File: src/rbr_pkg.sv
// ----------------------------------------------------------------------------
// rbr_pkg: shared types and constants of the rotated blit
// Payload structs of the pixel and result channels, the register set, the
// register indexes and the rotation codes.
// ----------------------------------------------------------------------------
package rbr_pkg;

  localparam int CFG_INDEX_W = 3;
  localparam int CFG_DATA_W  = 11;

  // Register indexes of the configuration port
  localparam logic [CFG_INDEX_W-1:0] REG_ROTATION_MODE = 3'd0;
  localparam logic [CFG_INDEX_W-1:0] REG_SOURCE_LEFT   = 3'd1;
  localparam logic [CFG_INDEX_W-1:0] REG_SOURCE_TOP    = 3'd2;
  localparam logic [CFG_INDEX_W-1:0] REG_RECT_WIDTH    = 3'd3;
  localparam logic [CFG_INDEX_W-1:0] REG_RECT_HEIGHT   = 3'd4;
  localparam logic [CFG_INDEX_W-1:0] REG_DEST_COLUMN   = 3'd5;
  localparam logic [CFG_INDEX_W-1:0] REG_DEST_ROW      = 3'd6;
  localparam logic [CFG_INDEX_W-1:0] REG_SOURCE_PITCH  = 3'd7;

  // Rotation codes; the unused code walks like ROT_NONE
  localparam logic [1:0] ROT_NONE  = 2'd0;
  localparam logic [1:0] ROT_90    = 2'd1;
  localparam logic [1:0] ROT_270   = 2'd2;
  localparam logic [1:0] ROT_SPARE = 2'd3;

  localparam logic [10:0] SOURCE_PITCH_RESET = 11'd720;

  typedef struct packed {
    logic [7:0] pixel_byte0;
    logic [7:0] pixel_byte1;
    logic [7:0] pixel_byte2;
  } pixel_t;

  typedef struct packed {
    logic [7:0]  packed_byte0;
    logic [7:0]  packed_byte1;
    logic [1:0]  packed_byte2;
    logic [18:0] source_offset;
    logic [17:0] dest_offset;
    logic        out_of_range;
    logic        last_pixel;
  } result_t;

  typedef struct packed {
    logic [1:0]  rotation_mode;
    logic [8:0]  source_left;
    logic [8:0]  source_top;
    logic [8:0]  rect_width;
    logic [8:0]  rect_height;
    logic [7:0]  dest_column;
    logic [8:0]  dest_row;
    logic [10:0] source_pitch;
  } cfg_regs_t;

  // Address side of one result, from the walker
  typedef struct packed {
    logic [18:0] source_offset;
    logic [17:0] dest_offset;
    logic        out_of_range;
    logic        last_pixel;
  } walk_t;

  // Pack a 24-bit pixel into the 18-bit frame buffer layout, attach offsets
  function automatic result_t pack_pixel(pixel_t p, walk_t w);
    result_t r;
    r.packed_byte0  = {p.pixel_byte1[3:2], p.pixel_byte0[7:2]};
    r.packed_byte1  = {p.pixel_byte2[5:2], p.pixel_byte1[7:4]};
    r.packed_byte2  = p.pixel_byte2[7:6];
    r.source_offset = w.source_offset;
    r.dest_offset   = w.dest_offset;
    r.out_of_range  = w.out_of_range;
    r.last_pixel    = w.last_pixel;
    return r;
  endfunction

endpackage

File: src/rotated_blit_rgb888_to_rgb666.sv
// ----------------------------------------------------------------------------
// rotated_blit_rgb888_to_rgb666: rotated rectangle blit, 24 to 18-bit pixels
// Packs each source pixel for the frame buffer and walks source and
// destination byte offsets, unrotated or rotated by 90 or 270 degrees.
// ----------------------------------------------------------------------------
// Usage:
//   pixel  : three-byte source pixels of the rectangle in row order. A
//            transfer happens when pixel_valid is high and pixel_stall low.
//   result : packed pixel, source and destination offsets, range flag and
//            last-pixel mark; one result per pixel, in order.
//   cfg    : register writes (index, data), cfg_ready is always high. Write
//            only while no pixel is in flight. Any write restarts the walk.
// The result is registered: result_valid rises in the cycle after the pixel
// transfer. Throughput is one pixel per cycle while the result side does not
// stall; the pixel side also stalls after reset or a register write, when the
// start offsets are reloaded through the row-times-pitch multiplier and
// pixel_stall is held high.
// A stalled result sits in the output register while one more pixel is
// taken into a spare entry; pixel_stall then rises until the result drains.
// Reset (synchronous, active high) restores default registers, empties the
// result buffer and restarts the walk at the rectangle's first pixel.
// ----------------------------------------------------------------------------
module rotated_blit_rgb888_to_rgb666
  import rbr_pkg::*;
#(
  parameter int LINE_PITCH  = 720,
  parameter int SCREEN_ROWS = 320
) (
  input  logic                   clk,
  input  logic                   rst,
  input  logic                   pixel_valid,
  output logic                   pixel_stall,
  input  pixel_t                 pixel,
  output logic                   result_valid,
  input  logic                   result_stall,
  output result_t                result,
  input  logic                   cfg_valid,
  output logic                   cfg_ready,
  input  logic [CFG_INDEX_W-1:0] cfg_index,
  input  logic [CFG_DATA_W-1:0]  cfg_data
);

  cfg_regs_t regs;
  walk_t     walk;
  logic      reload;
  logic      skid_full;
  logic      accept;

  // Registers are always writable
  assign cfg_ready = 1'b1;

  rbr_cfg u_cfg (
    .clk    (clk),
    .rst    (rst),
    .write  (cfg_valid),
    .index  (cfg_index),
    .data   (cfg_data),
    .regs   (regs),
    .reload (reload)
  );

  // Hold the pixel side during a reload or while the spare entry is taken
  assign pixel_stall = reload | skid_full;
  assign accept      = pixel_valid & ~pixel_stall;

  rbr_walker #(
    .LINE_PITCH  (LINE_PITCH),
    .SCREEN_ROWS (SCREEN_ROWS)
  ) u_walker (
    .clk     (clk),
    .rst     (rst),
    .regs    (regs),
    .reload  (reload),
    .advance (accept),
    .walk    (walk)
  );

  rbr_skid u_skid (
    .clk       (clk),
    .rst       (rst),
    .push      (accept),
    .push_item (pack_pixel(pixel, walk)),
    .full      (skid_full),
    .valid     (result_valid),
    .item      (result),
    .stall     (result_stall)
  );

  // A register write must stall the next pixel while start offsets reload
  a_cfg_reload: assert property (@(posedge clk) disable iff (rst)
    (cfg_valid && cfg_ready) |=> pixel_stall)
    else $error("pixel not stalled after register write");

  // Every transfer leaves a result waiting in the output register
  a_accept_result: assert property (@(posedge clk) disable iff (rst)
    accept |=> result_valid)
    else $error("accepted pixel produced no result");

  // A transfer behind a stalled result fills the spare entry
  a_spare_fill: assert property (@(posedge clk) disable iff (rst)
    (accept && result_valid && result_stall) |=> (skid_full && pixel_stall))
    else $error("spare entry not filled behind stalled result");

endmodule

File: src/rbr_cfg.sv
// ----------------------------------------------------------------------------
// rbr_cfg: configuration register file
// Holds the blit registers and flags a reload of the walk start after reset
// and after every register write.
// ----------------------------------------------------------------------------
module rbr_cfg
  import rbr_pkg::*;
(
  input  logic                   clk,
  input  logic                   rst,
  input  logic                   write,
  input  logic [CFG_INDEX_W-1:0] index,
  input  logic [CFG_DATA_W-1:0]  data,
  output cfg_regs_t              regs,
  output logic                   reload
);

  always_ff @(posedge clk) begin
    if (rst) begin
      regs.rotation_mode <= ROT_NONE;
      regs.source_left   <= '0;
      regs.source_top    <= '0;
      regs.rect_width    <= 9'd1;
      regs.rect_height   <= 9'd1;
      regs.dest_column   <= '0;
      regs.dest_row      <= '0;
      regs.source_pitch  <= SOURCE_PITCH_RESET;
      reload             <= 1'b1;
    end else begin
      reload <= write;
      if (write) begin
        unique case (index)
          REG_ROTATION_MODE: regs.rotation_mode <= data[1:0];
          REG_SOURCE_LEFT:   regs.source_left   <= data[8:0];
          REG_SOURCE_TOP:    regs.source_top    <= data[8:0];
          REG_RECT_WIDTH:    regs.rect_width    <= data[8:0];
          REG_RECT_HEIGHT:   regs.rect_height   <= data[8:0];
          REG_DEST_COLUMN:   regs.dest_column   <= data[7:0];
          REG_DEST_ROW:      regs.dest_row      <= data[8:0];
          REG_SOURCE_PITCH:  regs.source_pitch  <= data;
        endcase
      end
    end
  end

endmodule

File: src/rbr_walker.sv
// ----------------------------------------------------------------------------
// rbr_walker: source and destination offset walker
// Keeps the row and column counters and the running offsets, gives the
// offsets of the current pixel and advances once per accepted pixel.
// ----------------------------------------------------------------------------
module rbr_walker
  import rbr_pkg::*;
#(
  parameter int LINE_PITCH  = 720,
  parameter int SCREEN_ROWS = 320
) (
  input  logic      clk,
  input  logic      rst,
  input  cfg_regs_t regs,
  input  logic      reload,
  input  logic      advance,
  output walk_t     walk
);

  // Bound on any destination offset magnitude reachable by the walk
  localparam int DST_SPAN = 1022 * LINE_PITCH + 2300 + LINE_PITCH * SCREEN_ROWS;
  localparam int DW       = $clog2(DST_SPAN) + 1;
  localparam int DXW      = (DW > 18) ? DW : 18;

  localparam logic signed [DW-1:0] PITCH_S = DW'(LINE_PITCH);
  localparam logic signed [DW-1:0] THREE_S = DW'(3);
  localparam logic signed [DW-1:0] FB_LAST = DW'(LINE_PITCH * SCREEN_ROWS - 3);

  logic [8:0]           column_count;
  logic [8:0]           row_count;
  logic [18:0]          source_row_base;
  logic signed [DW-1:0] dest_row_base;
  logic signed [DW-1:0] dest_cursor;

  logic [8:0]           width_eff;
  logic [8:0]           height_eff;
  logic                 col_done;
  logic                 row_done;
  logic [20:0]          src_start_wide;
  logic [18:0]          src_start;
  logic signed [DW-1:0] dst_start;
  logic signed [DW-1:0] col_step;
  logic signed [DW-1:0] row_step;
  logic [DXW-1:0]       dst_ext;
  logic                 oor;

  always_comb begin
    width_eff  = (regs.rect_width == '0) ? 9'd1 : regs.rect_width;
    height_eff = (regs.rect_height == '0) ? 9'd1 : regs.rect_height;
    col_done   = ({1'b0, column_count} + 10'd1) >= {1'b0, width_eff};
    row_done   = ({1'b0, row_count} + 10'd1) >= {1'b0, height_eff};

    src_start_wide = 21'(regs.source_top) * 21'(regs.source_pitch)
                   + 21'(regs.source_left) * 21'd3;
    src_start      = src_start_wide[18:0];
    dst_start      = $signed(DW'(DW'(regs.dest_row) * DW'(LINE_PITCH)
                                 + DW'(regs.dest_column) * DW'(3)));

    unique case (regs.rotation_mode)
      ROT_90: begin
        col_step = -PITCH_S;
        row_step = THREE_S;
      end
      ROT_270: begin
        col_step = PITCH_S;
        row_step = -THREE_S;
      end
      default: begin
        col_step = THREE_S;
        row_step = PITCH_S;
      end
    endcase
  end

  always_comb begin
    oor     = (dest_cursor < 0) || (dest_cursor > FB_LAST);
    dst_ext = DXW'($unsigned(dest_cursor));
    walk.source_offset = source_row_base + 19'(column_count) * 19'd3;
    walk.dest_offset   = oor ? '0 : dst_ext[17:0];
    walk.out_of_range  = oor;
    walk.last_pixel    = col_done && row_done;
  end

  always_ff @(posedge clk) begin
    if (rst) begin
      column_count <= '0;
      row_count    <= '0;
    end else if (reload || (advance && col_done && row_done)) begin
      // restart at the first pixel of the rectangle
      column_count    <= '0;
      row_count       <= '0;
      source_row_base <= src_start;
      dest_row_base   <= dst_start;
      dest_cursor     <= dst_start;
    end else if (advance) begin
      if (!col_done) begin
        column_count <= column_count + 9'd1;
        dest_cursor  <= dest_cursor + col_step;
      end else begin
        column_count    <= '0;
        row_count       <= row_count + 9'd1;
        source_row_base <= source_row_base + 19'(regs.source_pitch);
        dest_row_base   <= dest_row_base + row_step;
        dest_cursor     <= dest_row_base + row_step;
      end
    end
  end

endmodule

File: src/rbr_skid.sv
// ----------------------------------------------------------------------------
// rbr_skid: two-entry result buffer
// Output register plus a spare entry, so a pixel can be taken while a result
// is stalled; full is registered and stalls the pixel side.
// ----------------------------------------------------------------------------
module rbr_skid
  import rbr_pkg::*;
(
  input  logic    clk,
  input  logic    rst,
  input  logic    push,
  input  result_t push_item,
  output logic    full,
  output logic    valid,
  output result_t item,
  input  logic    stall
);

  result_t spare;

  always_ff @(posedge clk) begin
    if (rst) begin
      valid <= 1'b0;
      full  <= 1'b0;
    end else if (push) begin
      if (!valid || !stall) begin
        valid <= 1'b1;
        item  <= push_item;
      end else begin
        full  <= 1'b1;
        spare <= push_item;
      end
    end else if (valid && !stall) begin
      if (full) begin
        item <= spare;
        full <= 1'b0;
      end else begin
        valid <= 1'b0;
      end
    end
  end

endmodule

File: config.mk
export PLATFORM = sky130hd
export DESIGN_NAME = rotated_blit_rgb888_to_rgb666
export DESIGN_NICKNAME = d
export VERILOG_FILES = /design/src/rbr_pkg.sv /design/src/rotated_blit_rgb888_to_rgb666.sv /design/src/rbr_cfg.sv /design/src/rbr_walker.sv /design/src/rbr_skid.sv
export SDC_FILE = /design/constraint.sdc
export NUM_CORES = 1
export LEC_CHECK = 0
export BUFFER_PORTS_ARGS = -buffer_cell sky130_fd_sc_hd__buf_4
export CORE_MARGIN = 10
export CORE_UTILIZATION = 55
export CTS_BUF_LIST = sky130_fd_sc_hd__clkbuf_16
export CTS_CLUSTER_DIAMETER = 30
export DETAILED_ROUTE_END_ITERATION = 8
export MAX_ROUTING_LAYER = met4
export PLACE_DENSITY = 0.73
export RECOVER_POWER = 25
export REMOVE_ABC_BUFFERS = 1
export SKIP_LAST_GASP = 1
export SLEW_MARGIN = 20
export SYNTH_ARGS = -nofsm -noshare
export SYNTH_HDL_FRONTEND = slang
export SYNTH_SLANG_ARGS = --single-unit
File: constraint.sdc
create_clock -name clk -period 10.7 [get_ports clk]
set_input_delay 2.675 -clock clk [delete_from_list [all_inputs] [get_ports clk]]
set_output_delay 2.675 -clock clk [all_outputs]
set_load 0.02 [all_outputs]
==> out/results.tsv <==
stage	metric	value	unit
final_layout	final_common_cell	nand2_1	
final_layout	ff_latch_area	7000	um2
critical_path	cpPeakStageDelay	670	ps
job	maxCapViolCount	3	
global_route	grt_first_pass_wirelength	72.0	mm
clocking	clkLatencyLatePin	590	ps
global_route	grt_pass1_vias	14400	
synthesis	ys_ff_latch	262	
route	wl_per_cell	16.5	um
synthesis	synth_cell_types	81	
floorplan	io_pins	103	
critical_path	slowest_stage	dfxtp_1	
route	dr.pass1.iters	5	
floorplan	die_width	207	um
synthesis	async_flop_share	0	
placement	dp.cells	2496	
critical_path	crit_top_cell	fa_1	
timing	fin_crit_sh	0.541	
placement	post-dp-hpwl	31.0	mm
final_layout	drive_gt1_frac	0.116	
final_layout	syn2layout_area_growth	15.8	%
global_route	grtUsageTotal	0.203	
critical_path	cp_cell_sequence	nand2_1, fa_1, fa_1, inv_1, fa_1, fa_1, inv_1, fa_1, inv_1, ha_1, o21ai_0, a211oi_1, o21ai_0, a31oi_1, nand4_1, nand4b_1, a21oi_1, xnor2_1, mux2i_1	
timing	max_slew_margin	-0.428	
final_layout	fillers	2756	
power_and_ir_drop	total_power	3.30	mW
power_and_ir_drop	power_density	148	nW/um2
synthesis	synth-edff-count	175	
route	vias	14400	
synthesis	yosysSeqAreaShare	0.363	
final_layout	antenna_cells	0	
route	viasPerCell	5.53	
final_layout	postLayoutCellArea	22300	um2
critical_path	cp.arrival	6100	ps
timing	final.setup.worst_slack	4910	ps
clocking	htreeDepth	2	
timing	max_freq	173	MHz
clocking	cts_buffer_depth	3	
critical_path	path_max_fanout	11	
critical_path	end_kind	flip-flop	
clocking	cts_setup_buffers	0	
placement	place_ws	4960	ps
route	drtIter0Drc	980	
timing	setup_viol	0	
power_and_ir_drop	p_leak	9.58	nW
timing	tightest_slew	2120	ps
timing	fin_hold_ws	458	ps
clocking	cts-resized-gates	0	
floorplan	die_h	207	um
clocking	clk_pin_slew_worst_paths	50	ps
power_and_ir_drop	ir_worst_vdd	0.127	mV
timing	timing.setup.tns	0	ps
final_layout	multiInputGateArea	11200	um2
route	antenna_left	0	
clocking	cts_buffers	57	
final_layout	stdcell_count	2604	
floorplan	start_util	0.557	
timing	finalHoldViolations	0	
placement	place.gp.congestion	0.883	
clocking	cts_sinks	262	
final_layout	finalNetCount	2438	
floorplan	die_area	42900	um2
global_route	antenna_found_initial	1	
floorplan	placementRows	68	
clocking	cts_root_buf	clkbuf_16	
placement	postPlaceCellArea	20400	um2
clocking	holdBufCountCts	0	
clocking	cts_tree	built	
critical_path	path_buf_inv	3	
critical_path	critPathLaunchType	flip-flop	
critical_path	crit_required	11010	ps
synthesis	ys_warn_count	0	
timing	clock_skew	26.1	ps
placement	port_buffers	95	
synthesis	avgSynthCellArea	9.58	um2
status	outcome	complete, but fails checks	
route	drc	0	
floorplan	core	34500	um2
global_route	overflow	0	
final_layout	fin_util	0.646	
synthesis	ys.flop_type	edfxtp_1	
timing	rsz0062_at_grt	no	
route	wirelength	42.8	mm
critical_path	path_delay_family	adder cells	
timing	slew_violations	97	
global_route	grt_max_degree	78	
synthesis	syn-cell-area	19300	um2
timing	fin_crit	5790	ps
status	violations	max-capacitance violations, max-slew violations	
synthesis	synth_cells	2009	
critical_path	crit_type	flip-flop to flip-flop	
final_layout	final_cell_mix	nand2_1 (343), inv_1 (204), ha_1 (187)	
hold_path	min_path_type	flip-flop to flip-flop	
kinds of logic after synthesis:
| family | Yosys count | share of synthesized area |
|---|---|---|
| AO/OA/AOI/OAI | 347 | 0.111 |
| AND/OR/NAND/NOR | 671 | 0.159 |
| buffers and inverters | 274 | 0.0548 |
| flip-flops | 262 | 0.363 |
| XOR/XNOR | 121 | 0.0562 |
| multiplexers | 38 | 0.0217 |
| adder cells (fa/ha/maj) | 295 | 0.234 |
| other | 1 | 0.000195 |
Yosys cell counts (all sizes together), types with 17 or more instances:
cell type / count / area, um2
edfxtp: 175 / 5260
a21oi: 156 / 785
o21ai: 78 / 394
clkbuf: 53 / 200
nand2: 344 / 1290
nand3: 39 / 200
nor2b: 17 / 106
mux2: 30 / 338
inv: 203 / 762
and2: 75 / 469
nor2: 100 / 383
a21o: 20 / 150
xor2: 41 / 359
fa: 108 / 2160
nor3: 22 / 115
ha: 187 / 2340
dfxtp: 87 / 1740
xnor2: 80 / 723
buf: 18 / 92.6
cell type report:
type,instances,share of cell area
Inverter,203,0.0342
Timing Repair Buffer,103,0.0321
Clock inverter,51,0.0265
Sequential cell,262,0.314
Tap cell,455,0.0255
Multi-Input combinational cell,1473,0.504
Clock buffer,57,0.0639
routing by layer:
layer	track usage	routed length [um]
met1	0.275	20400
met2	0.311	19600
met3	0.0310	2060
met4	0.0539	709
met5	-	0
registers in the layout, indices dropped and copies added (netlist names):
| name | count |
|---|---|
| u_cfg.regs | 66 |
| u_skid.spare | 57 |
| u_walker.column_count | 9 |
| u_walker.source_row_base | 19 |
| u_skid.item | 57 |
| u_skid.full | 1 |
| u_walker.dest_row_base | 21 |
| u_skid.valid | 1 |
| u_cfg.reload | 1 |
| u_walker.dest_cursor | 21 |
| u_walker.row_count | 9 |
worst reg2reg max path, cell delays in order, from the launching register on:
cell and delay, ps:
dfxtp_1 670, nand2_1 150, fa_1 520, fa_1 520, inv_1 50, fa_1 470, fa_1 550, inv_1 60
fa_1 530, inv_1 40, ha_1 330, o21ai_0 130, a211oi_1 230, o21ai_0 180, a31oi_1 360, nand4_1 150
nand4b_1 110, a21oi_1 80, xnor2_1 260, mux2i_1 120
where the power goes:
group,total [mW],switching [mW],internal (mW)
Sequential,1.15,0.0304,1.12
Clock,1.80,0.585,1.22
Combinational,0.341,0.207,0.134
final timing paths:
path                   from                           end  slack [ps]  cells past startpoint
max           u_cfg.regs[5]  u_walker.source_row_base[18]        4910                     19
min          u_cfg.regs[26]                u_cfg.regs[26]         460                      2
max reg2reg   u_cfg.regs[5]  u_walker.source_row_base[18]        4910                     19
min reg2reg  u_cfg.regs[26]                u_cfg.regs[26]         460                      2
(Power assumes the default switching activity.)
